===== config.mk =====
export PLATFORM = sky130hd
export DESIGN_NAME = mpa_regs
export DESIGN_NICKNAME = d
export VERILOG_FILES = /design/src/rtl/core/mpa_pkg.sv /design/src/rtl/core/mpa_regs.sv
export SDC_FILE = /design/constraint.sdc
export NUM_CORES = 1
export LEC_CHECK = 0
export BUFFER_PORTS_ARGS = -buffer_cell sky130_fd_sc_hd__buf_4
export CORE_MARGIN = 2
export CORE_UTILIZATION = 40
export DETAILED_ROUTE_END_ITERATION = 8
export PLACE_DENSITY = 0.74
export SYNTH_ARGS = -nofsm -noshare
export SYNTH_HDL_FRONTEND = slang
export SYNTH_SLANG_ARGS = --single-unit

===== constraint.sdc =====
create_clock -name aclk -period 5.3 [get_ports aclk]
set_input_delay 1.325 -clock aclk [delete_from_list [all_inputs] [get_ports aclk]]
set_output_delay 1.325 -clock aclk [all_outputs]
set_load 0.01 [all_outputs]

===== src/rtl/core/mpa_pkg.sv =====
// Shared types, constants and helpers for the max pooling block.
package mpa_pkg;

    // Defaults for the size parameters of the top level.
    localparam int MAX_KERNEL_DEF   = 8;
    localparam int MAX_ROWS_DEF     = 256;
    localparam int MAX_COLS_DEF     = 128;
    localparam int MAX_CHANNELS_DEF = 32;
    localparam int MAX_IMAGES_DEF   = 16;

    // Register indexes on the configuration port.
    localparam logic [2:0] REG_KERNEL_ROWS   = 3'd0;
    localparam logic [2:0] REG_KERNEL_COLS   = 3'd1;
    localparam logic [2:0] REG_STEP_SIZE     = 3'd2;
    localparam logic [2:0] REG_MAP_ROWS      = 3'd3;
    localparam logic [2:0] REG_MAP_COLS      = 3'd4;
    localparam logic [2:0] REG_CHANNEL_COUNT = 3'd5;
    localparam logic [2:0] REG_IMAGE_COUNT   = 3'd6;

    localparam int ADDR_W = 5;
    localparam int DATA_W = 32;

    // Configuration register set.
    typedef struct packed {
        logic [3:0] kernel_rows;
        logic [3:0] kernel_cols;
        logic [7:0] step_size;
        logic [8:0] map_rows;
        logic [7:0] map_cols;
        logic [5:0] channel_count;
        logic [4:0] image_count;
    } mpa_cfg_t;

    // Bits needed to index a range of n entries, at least one.
    function automatic int idx_bits(input int n);
        int b;
        b = $clog2(n);
        return (b < 1) ? 1 : b;
    endfunction

endpackage


===== src/rtl/core/mpa_regs.sv =====
// Configuration registers with their APB-style write and read port.
module mpa_regs #(
    parameter int MAX_KERNEL   = mpa_pkg::MAX_KERNEL_DEF,
    parameter int MAX_ROWS     = mpa_pkg::MAX_ROWS_DEF,
    parameter int MAX_COLS     = mpa_pkg::MAX_COLS_DEF,
    parameter int MAX_CHANNELS = mpa_pkg::MAX_CHANNELS_DEF,
    parameter int MAX_IMAGES   = mpa_pkg::MAX_IMAGES_DEF
) (
    input  logic                        aclk,
    input  logic                        aresetn,
    input  logic                        psel,
    input  logic                        penable,
    input  logic                        pwrite,
    input  logic [mpa_pkg::ADDR_W-1:0]  paddr,
    input  logic [mpa_pkg::DATA_W-1:0]  pwdata,
    output logic [mpa_pkg::DATA_W-1:0]  prdata,
    output logic                        pready,
    output mpa_pkg::mpa_cfg_t           cfg,
    output logic                        cfg_ok,
    output logic                        restart
);

    mpa_pkg::mpa_cfg_t cfg_reg;
    logic [2:0]        reg_index;
    logic              wr_fire;

    assign pready    = 1'b1;
    assign reg_index = paddr[4:2];
    assign wr_fire   = psel && penable && pwrite;
    assign cfg       = cfg_reg;

    // Register writes; any write to an existing register restarts the stream.
    always_ff @(posedge aclk) begin
        if (!aresetn) begin
            cfg_reg.kernel_rows   <= 4'd2;
            cfg_reg.kernel_cols   <= 4'd2;
            cfg_reg.step_size     <= 8'd2;
            cfg_reg.map_rows      <= 9'd256;
            cfg_reg.map_cols      <= 8'd128;
            cfg_reg.channel_count <= 6'd32;
            cfg_reg.image_count   <= 5'd1;
        end else if (wr_fire) begin
            unique case (reg_index)
                mpa_pkg::REG_KERNEL_ROWS:   cfg_reg.kernel_rows   <= pwdata[3:0];
                mpa_pkg::REG_KERNEL_COLS:   cfg_reg.kernel_cols   <= pwdata[3:0];
                mpa_pkg::REG_STEP_SIZE:     cfg_reg.step_size     <= pwdata[7:0];
                mpa_pkg::REG_MAP_ROWS:      cfg_reg.map_rows      <= pwdata[8:0];
                mpa_pkg::REG_MAP_COLS:      cfg_reg.map_cols      <= pwdata[7:0];
                mpa_pkg::REG_CHANNEL_COUNT: cfg_reg.channel_count <= pwdata[5:0];
                mpa_pkg::REG_IMAGE_COUNT:   cfg_reg.image_count   <= pwdata[4:0];
                default: ;
            endcase
        end
    end

    assign restart = wr_fire && (reg_index <= mpa_pkg::REG_IMAGE_COUNT);

    // Read mux.
    always_comb begin
        prdata = '0;
        unique case (reg_index)
            mpa_pkg::REG_KERNEL_ROWS:   prdata = 32'(cfg_reg.kernel_rows);
            mpa_pkg::REG_KERNEL_COLS:   prdata = 32'(cfg_reg.kernel_cols);
            mpa_pkg::REG_STEP_SIZE:     prdata = 32'(cfg_reg.step_size);
            mpa_pkg::REG_MAP_ROWS:      prdata = 32'(cfg_reg.map_rows);
            mpa_pkg::REG_MAP_COLS:      prdata = 32'(cfg_reg.map_cols);
            mpa_pkg::REG_CHANNEL_COUNT: prdata = 32'(cfg_reg.channel_count);
            mpa_pkg::REG_IMAGE_COUNT:   prdata = 32'(cfg_reg.image_count);
            default:                    prdata = '0;
        endcase
    end

    // Validity check of the whole register set.
    always_comb begin
        cfg_ok = 1'b1;
        if (cfg_reg.kernel_rows < 4'd1 || int'(cfg_reg.kernel_rows) > MAX_KERNEL) cfg_ok = 1'b0;
        if (cfg_reg.kernel_cols < 4'd1 || int'(cfg_reg.kernel_cols) > MAX_KERNEL) cfg_ok = 1'b0;
        if (cfg_reg.step_size == 8'd0) cfg_ok = 1'b0;
        if (cfg_reg.map_rows == 9'd0 || int'(cfg_reg.map_rows) > MAX_ROWS) cfg_ok = 1'b0;
        if (cfg_reg.map_cols == 8'd0 || int'(cfg_reg.map_cols) > MAX_COLS) cfg_ok = 1'b0;
        if (cfg_reg.channel_count == 6'd0 || int'(cfg_reg.channel_count) > MAX_CHANNELS)
            cfg_ok = 1'b0;
        if (cfg_reg.image_count == 5'd0 || int'(cfg_reg.image_count) > MAX_IMAGES)
            cfg_ok = 1'b0;
        if (int'(cfg_reg.kernel_rows) > int'(cfg_reg.map_rows)) cfg_ok = 1'b0;
        if (int'(cfg_reg.kernel_cols) > int'(cfg_reg.map_cols)) cfg_ok = 1'b0;
    end

endmodule


=== After elaboration in Yosys (flattened, before gate mapping) ===
Index checks and enable logic that the tools add are counted.

* Magnitude comparators: 11
* Equality and inequality tests: 6
* Multiplexer cells: 10
* Reduce and logical (&&, ||, !) cells: 22

{| class="wikitable"
|+ Operator list
! cell !! count
|-
| $pmux W9 S7 || 1
|-
| $logic_not A8 Y1 || 2
|-
| $reduce_and A2 Y1 || 7
|-
| $eq A3 B3 Y1 const B || 3
|-
| $gt A4 B9 Y1 || 1
|-
| $gt A9 B9 Y1 const B || 1
|-
| $logic_not A9 Y1 || 1
|-
| $mux W1 || 9
|-
| $gt A4 B4 Y1 const B || 2
|-
| $gt A4 B8 Y1 || 1
|-
| $gt A8 B8 Y1 const B || 1
|-
| $lt A4 B1 Y1 const B || 2
|-
| $eq A3 B2 Y1 const B || 2
|-
| $gt A6 B6 Y1 const B || 1
|-
| $logic_not A6 Y1 || 1
|-
| $logic_or A1 B1 Y1 || 6
|-
| $gt A5 B5 Y1 const B || 1
|-
| $logic_not A5 Y1 || 1
|-
| $eq A3 B1 Y1 const B || 1
|-
| $le A3 B3 Y1 const B || 1
|-
| $logic_and A1 B1 Y1 || 3
|-
| $logic_not A3 Y1 || 1
|}

* Register bits: 44
* Bits of input ports: 42
* Output and inout bits: 79
* Word-level logic and storage cells: 56

=== Logic depth before layout (Yosys ltp) ===
* Word-level depth: 11
* Mapped depth: 7
* Depth with buffers taken out: 6

=== Least setup slack after synthesis ===
No wires, ideal clock.

* Path kind: in2out
* Start point: in paddr[2] (netlist name)
* End point: out prdata[0] (netlist name)
* Arrival time: 2.297 ns
* Required time: 3.975 ns
* Path slack: 1.678 ns
* Stages on the path: 3
* Path buffers: 1
* Path through: buf_2 -> mux4_2 -> mux2_2

* Word-level cells in the longest chain between the ends: 2
* Elaborated cells on any way between the ends: 8
* Those cells by class: eq/ne (6); mux (1); reduce/logical (1)

{| class="wikitable"
|+ RTL lines
! item !! line !! text
|-
| start, declared || mpa_regs.sv:14 || <nowiki>input logic [mpa_pkg::ADDR_W-1:0] paddr,</nowiki>
|-
| $eq A3 B3 Y1 (tied with other cells) || mpa_regs.sv:61 || <nowiki>unique case (reg_index)</nowiki>
|-
| $pmux W9 S7 * || mpa_regs.sv:61 ||
|-
| end, declared || mpa_regs.sv:16 || <nowiki>output logic [mpa_pkg::DATA_W-1:0] prdata,</nowiki>
|}

Mark *: on every way between the ends. The rest lies on a longest branch, timed or not.

=== Worst setup path in the final report ===
Same ends and word-level chain as after synthesis.

==> impl_metrics.tcl <==
set metrics [dict create \
    async_flop_share 0 \
    path_max_fanout 24 \
    initial_utilization 0.4179 \
    antenna_found_initial 0 \
    ant_nets 0 \
    p_per_area_nw_per_um2 205.3 \
    tightest_slew_ns 0.6381 \
    holdBufCountCts 0 \
    grt_pass1_wl_um 10960 \
    rsz0062_at_grt "false" \
    crit_required_ns 3.97 \
    nets 400 \
    period_needed_ns 3.894 \
    cts_resized 0 \
    clkLatencyLatePin_ns 0.30 \
    slew_viol_final 0 \
    setup_ws_ns 1.406 \
    synth_cells 286 \
    start_kind "input pin" \
    holdCritStartpoint "cfg[9]$_SDFFE_PN0P_" \
    grt_pass1_vias 2066 \
    holdPathStages 2 \
    num_antenna_cells 0 \
    min_period_over_period 0.7347 \
    boundaryPins 121 \
    synth_edf_count 0 \
    yosysSeqAreaShare 0.3282 \
    slowest_delay_ns 0.55 \
    cp-end-kind "primary output" \
    tns_ns 0 \
    num_vias 2181 \
    drt_iter0_drc 93 \
    layout_commonest_cell "buf_4" \
    portBuffers 71 \
    max_slew_margin 0.5732 \
    cts_tree "built" \
    critPathArrivalTime_ns 2.57 \
    wirelength_um 6939 \
    pre_cts_ws_ns 1.409 \
    rr_worst_depth 2 \
    crit_buf_inv 2 \
    cts_buffer_depth 2 \
    fin_cells 428 \
    holdPathEnd "cfg[9]$_SDFFE_PN0P_" \
    post_drt_wl_per_cell_um 16.21 \
    post-place-cells 420 \
    path_cells "buf_4 > mux4_2 > mux2_2 > buf_4" \
    yosys_warnings 0 \
    die_h_um 85.91 \
    drive_above_1_share 0.2621 \
    syn2layout_area_growth_pct 21.31 \
    largest_register_ff_count 44 \
    critPathSlowestCell "mux4_2" \
    ys.flop_type "dfxtp_1" \
    timing.hold.ws_ns 0.5601 \
    setup_viol 0 \
    synth_seq_cells 44 \
    crit_family "multiplexers" \
    r2r-start "cfg[40]$_SDFFE_PN0P_" \
    cap_violations 0 \
    crit_top_cell "buf_4" \
    criticalPathCategory "in -> out" \
    place_congestion 0.8890 \
    grt_start_max_net_pins 45 \
    dpl.hpwl_um 5224 \
    status "completed" \
    finalPower_mw 0.6683 \
    grt_usage 0.1890 \
    clock.fmax_ghz 0.2568 \
    overflow 0 \
    hold_viol 0 \
    vdd_ir_drop_max_mv 0.1643 \
    yosysUniqueCellTypes 41 \
    postCtsSetupRepairBufs 0 \
    avgSynthCellArea_sq_um 9.384 \
    fp.dieW_um 85.91 \
    clkTransAtPathRegs_ns 0.08 \
    cts_root_buf "clkbuf_8" \
    hold_class "reg -> reg" \
    r2r_setup_slack_ns 4.55 \
    drc 0 \
    cts_buffers 5 \
    r2r-end "cfg[40]$_SDFFE_PN0P_" \
    fp-row-count 29 \
    final_cell_mix "buf_4 (72), mux2i_1 (51), dfxtp_1 (44)" \
    leakagePower_nw 1.389 \
    fin_skew_ns 0 \
    cts_max_level 2 \
    dieArea_sq_um 7381 \
    clock-sinks 44 \
    vias_per_cell 5.096 \
    fp.coreArea_sq_um 6422 \
    drt_pass1_iterations 4 \
    syn-cell-area_sq_um 2684 \
]
==> layout make-up <==
class / count / area (sq um)
Sequential cell: 44 / 880.8
Clock buffer: 6 / 72.57
Inverter: 9 / 33.78
Multi-Input combinational cell: 218 / 1597
Fill cell: 610 / 3167
Timing Repair Buffer: 72 / 540.5
Clock inverter: 2 / 35.03
Tap cell: 77 / 96.34
==> layer usage <==
| metal | up-vias | share of wire | GRT usage |
|---|---|---|---|
| met4 | 0 | 0.012 | 0.05628 |
| met1 | 999 | 0.45 | 0.2602 |
| met2 | 105 | 0.45 | 0.2932 |
| li1 | 1067 | - | - |
| met3 | 10 | 0.089 | 0.04524 |
| met5 | - | 0 | 0 |
==> cell families (layout without fill, tap and decap cells) <==
family          Yosys count  count (layout)  share of synthesized area
fa+ha+maj                 8               8                    0.03730
simple gates             97              97                     0.2233
compound gates           27              27                    0.06154
flops                    44              44                     0.3282
other cells               2              24                   0.002798
xor+xnor                  6               6                    0.01958
mux                      56              56                     0.2196
buf+inv                  46              89                     0.1077
==> report_power, final <==
group | total, mW | internal (mW) | switching [mW]
Sequential | 0.336 | 0.333 | 0.00339
Combinational | 0.0828 | 0.0346 | 0.0481
Clock | 0.249 | 0.140 | 0.110
==> worst min-delay path, delay by kind of cell, from the launching register on <==
family | cells | cell delay, ns
muxes | 1 | 0.13
and+or+nand+nor | 1 | 0.06
DFF | 1 | 0.34
==> per-stage QoR <==
stage / utilization / cell area, sq um
after CTS: 0.5069 / 3256
after global placement: 0.4902 / 3148
after detailed placement: 0.4902 / 3148
after global routing: 0.5069 / 3256
final: 0.5069 / 3256
after floorplan: - / 2766
==> cell usage after synthesis, drive strengths merged, types with 4 or more instances <==
cell type,n,share of area
mux2i,51,0.19
dfxtp,44,0.33
nor2b,43,0.10
buf,33,0.090
nand2,21,0.029
a21oi,9,0.017
inv,9,0.013
ha,8,0.037
o21ai,8,0.015
nor4,7,0.016
nor2,6,0.012
nor3,6,0.020
clkbuf,4,0.0056
nand2b,4,0.015
==> worst max path at each step <==
stage,start,end,slack [ns],cells after the start
2_1_floorplan,paddr[2],prdata[0],1.68,3
3_3_place_gp,paddr[2],prdata[0],1.42,4
3_5_place_dp,paddr[2],prdata[0],1.41,4
4_1_cts,paddr[2],prdata[0],1.41,4
5_1_grt,paddr[2],prdata[0],1.37,4
6_report,paddr[2],prdata[0],1.41,4
No activity file was read; power rests on OpenSTA's default activity.
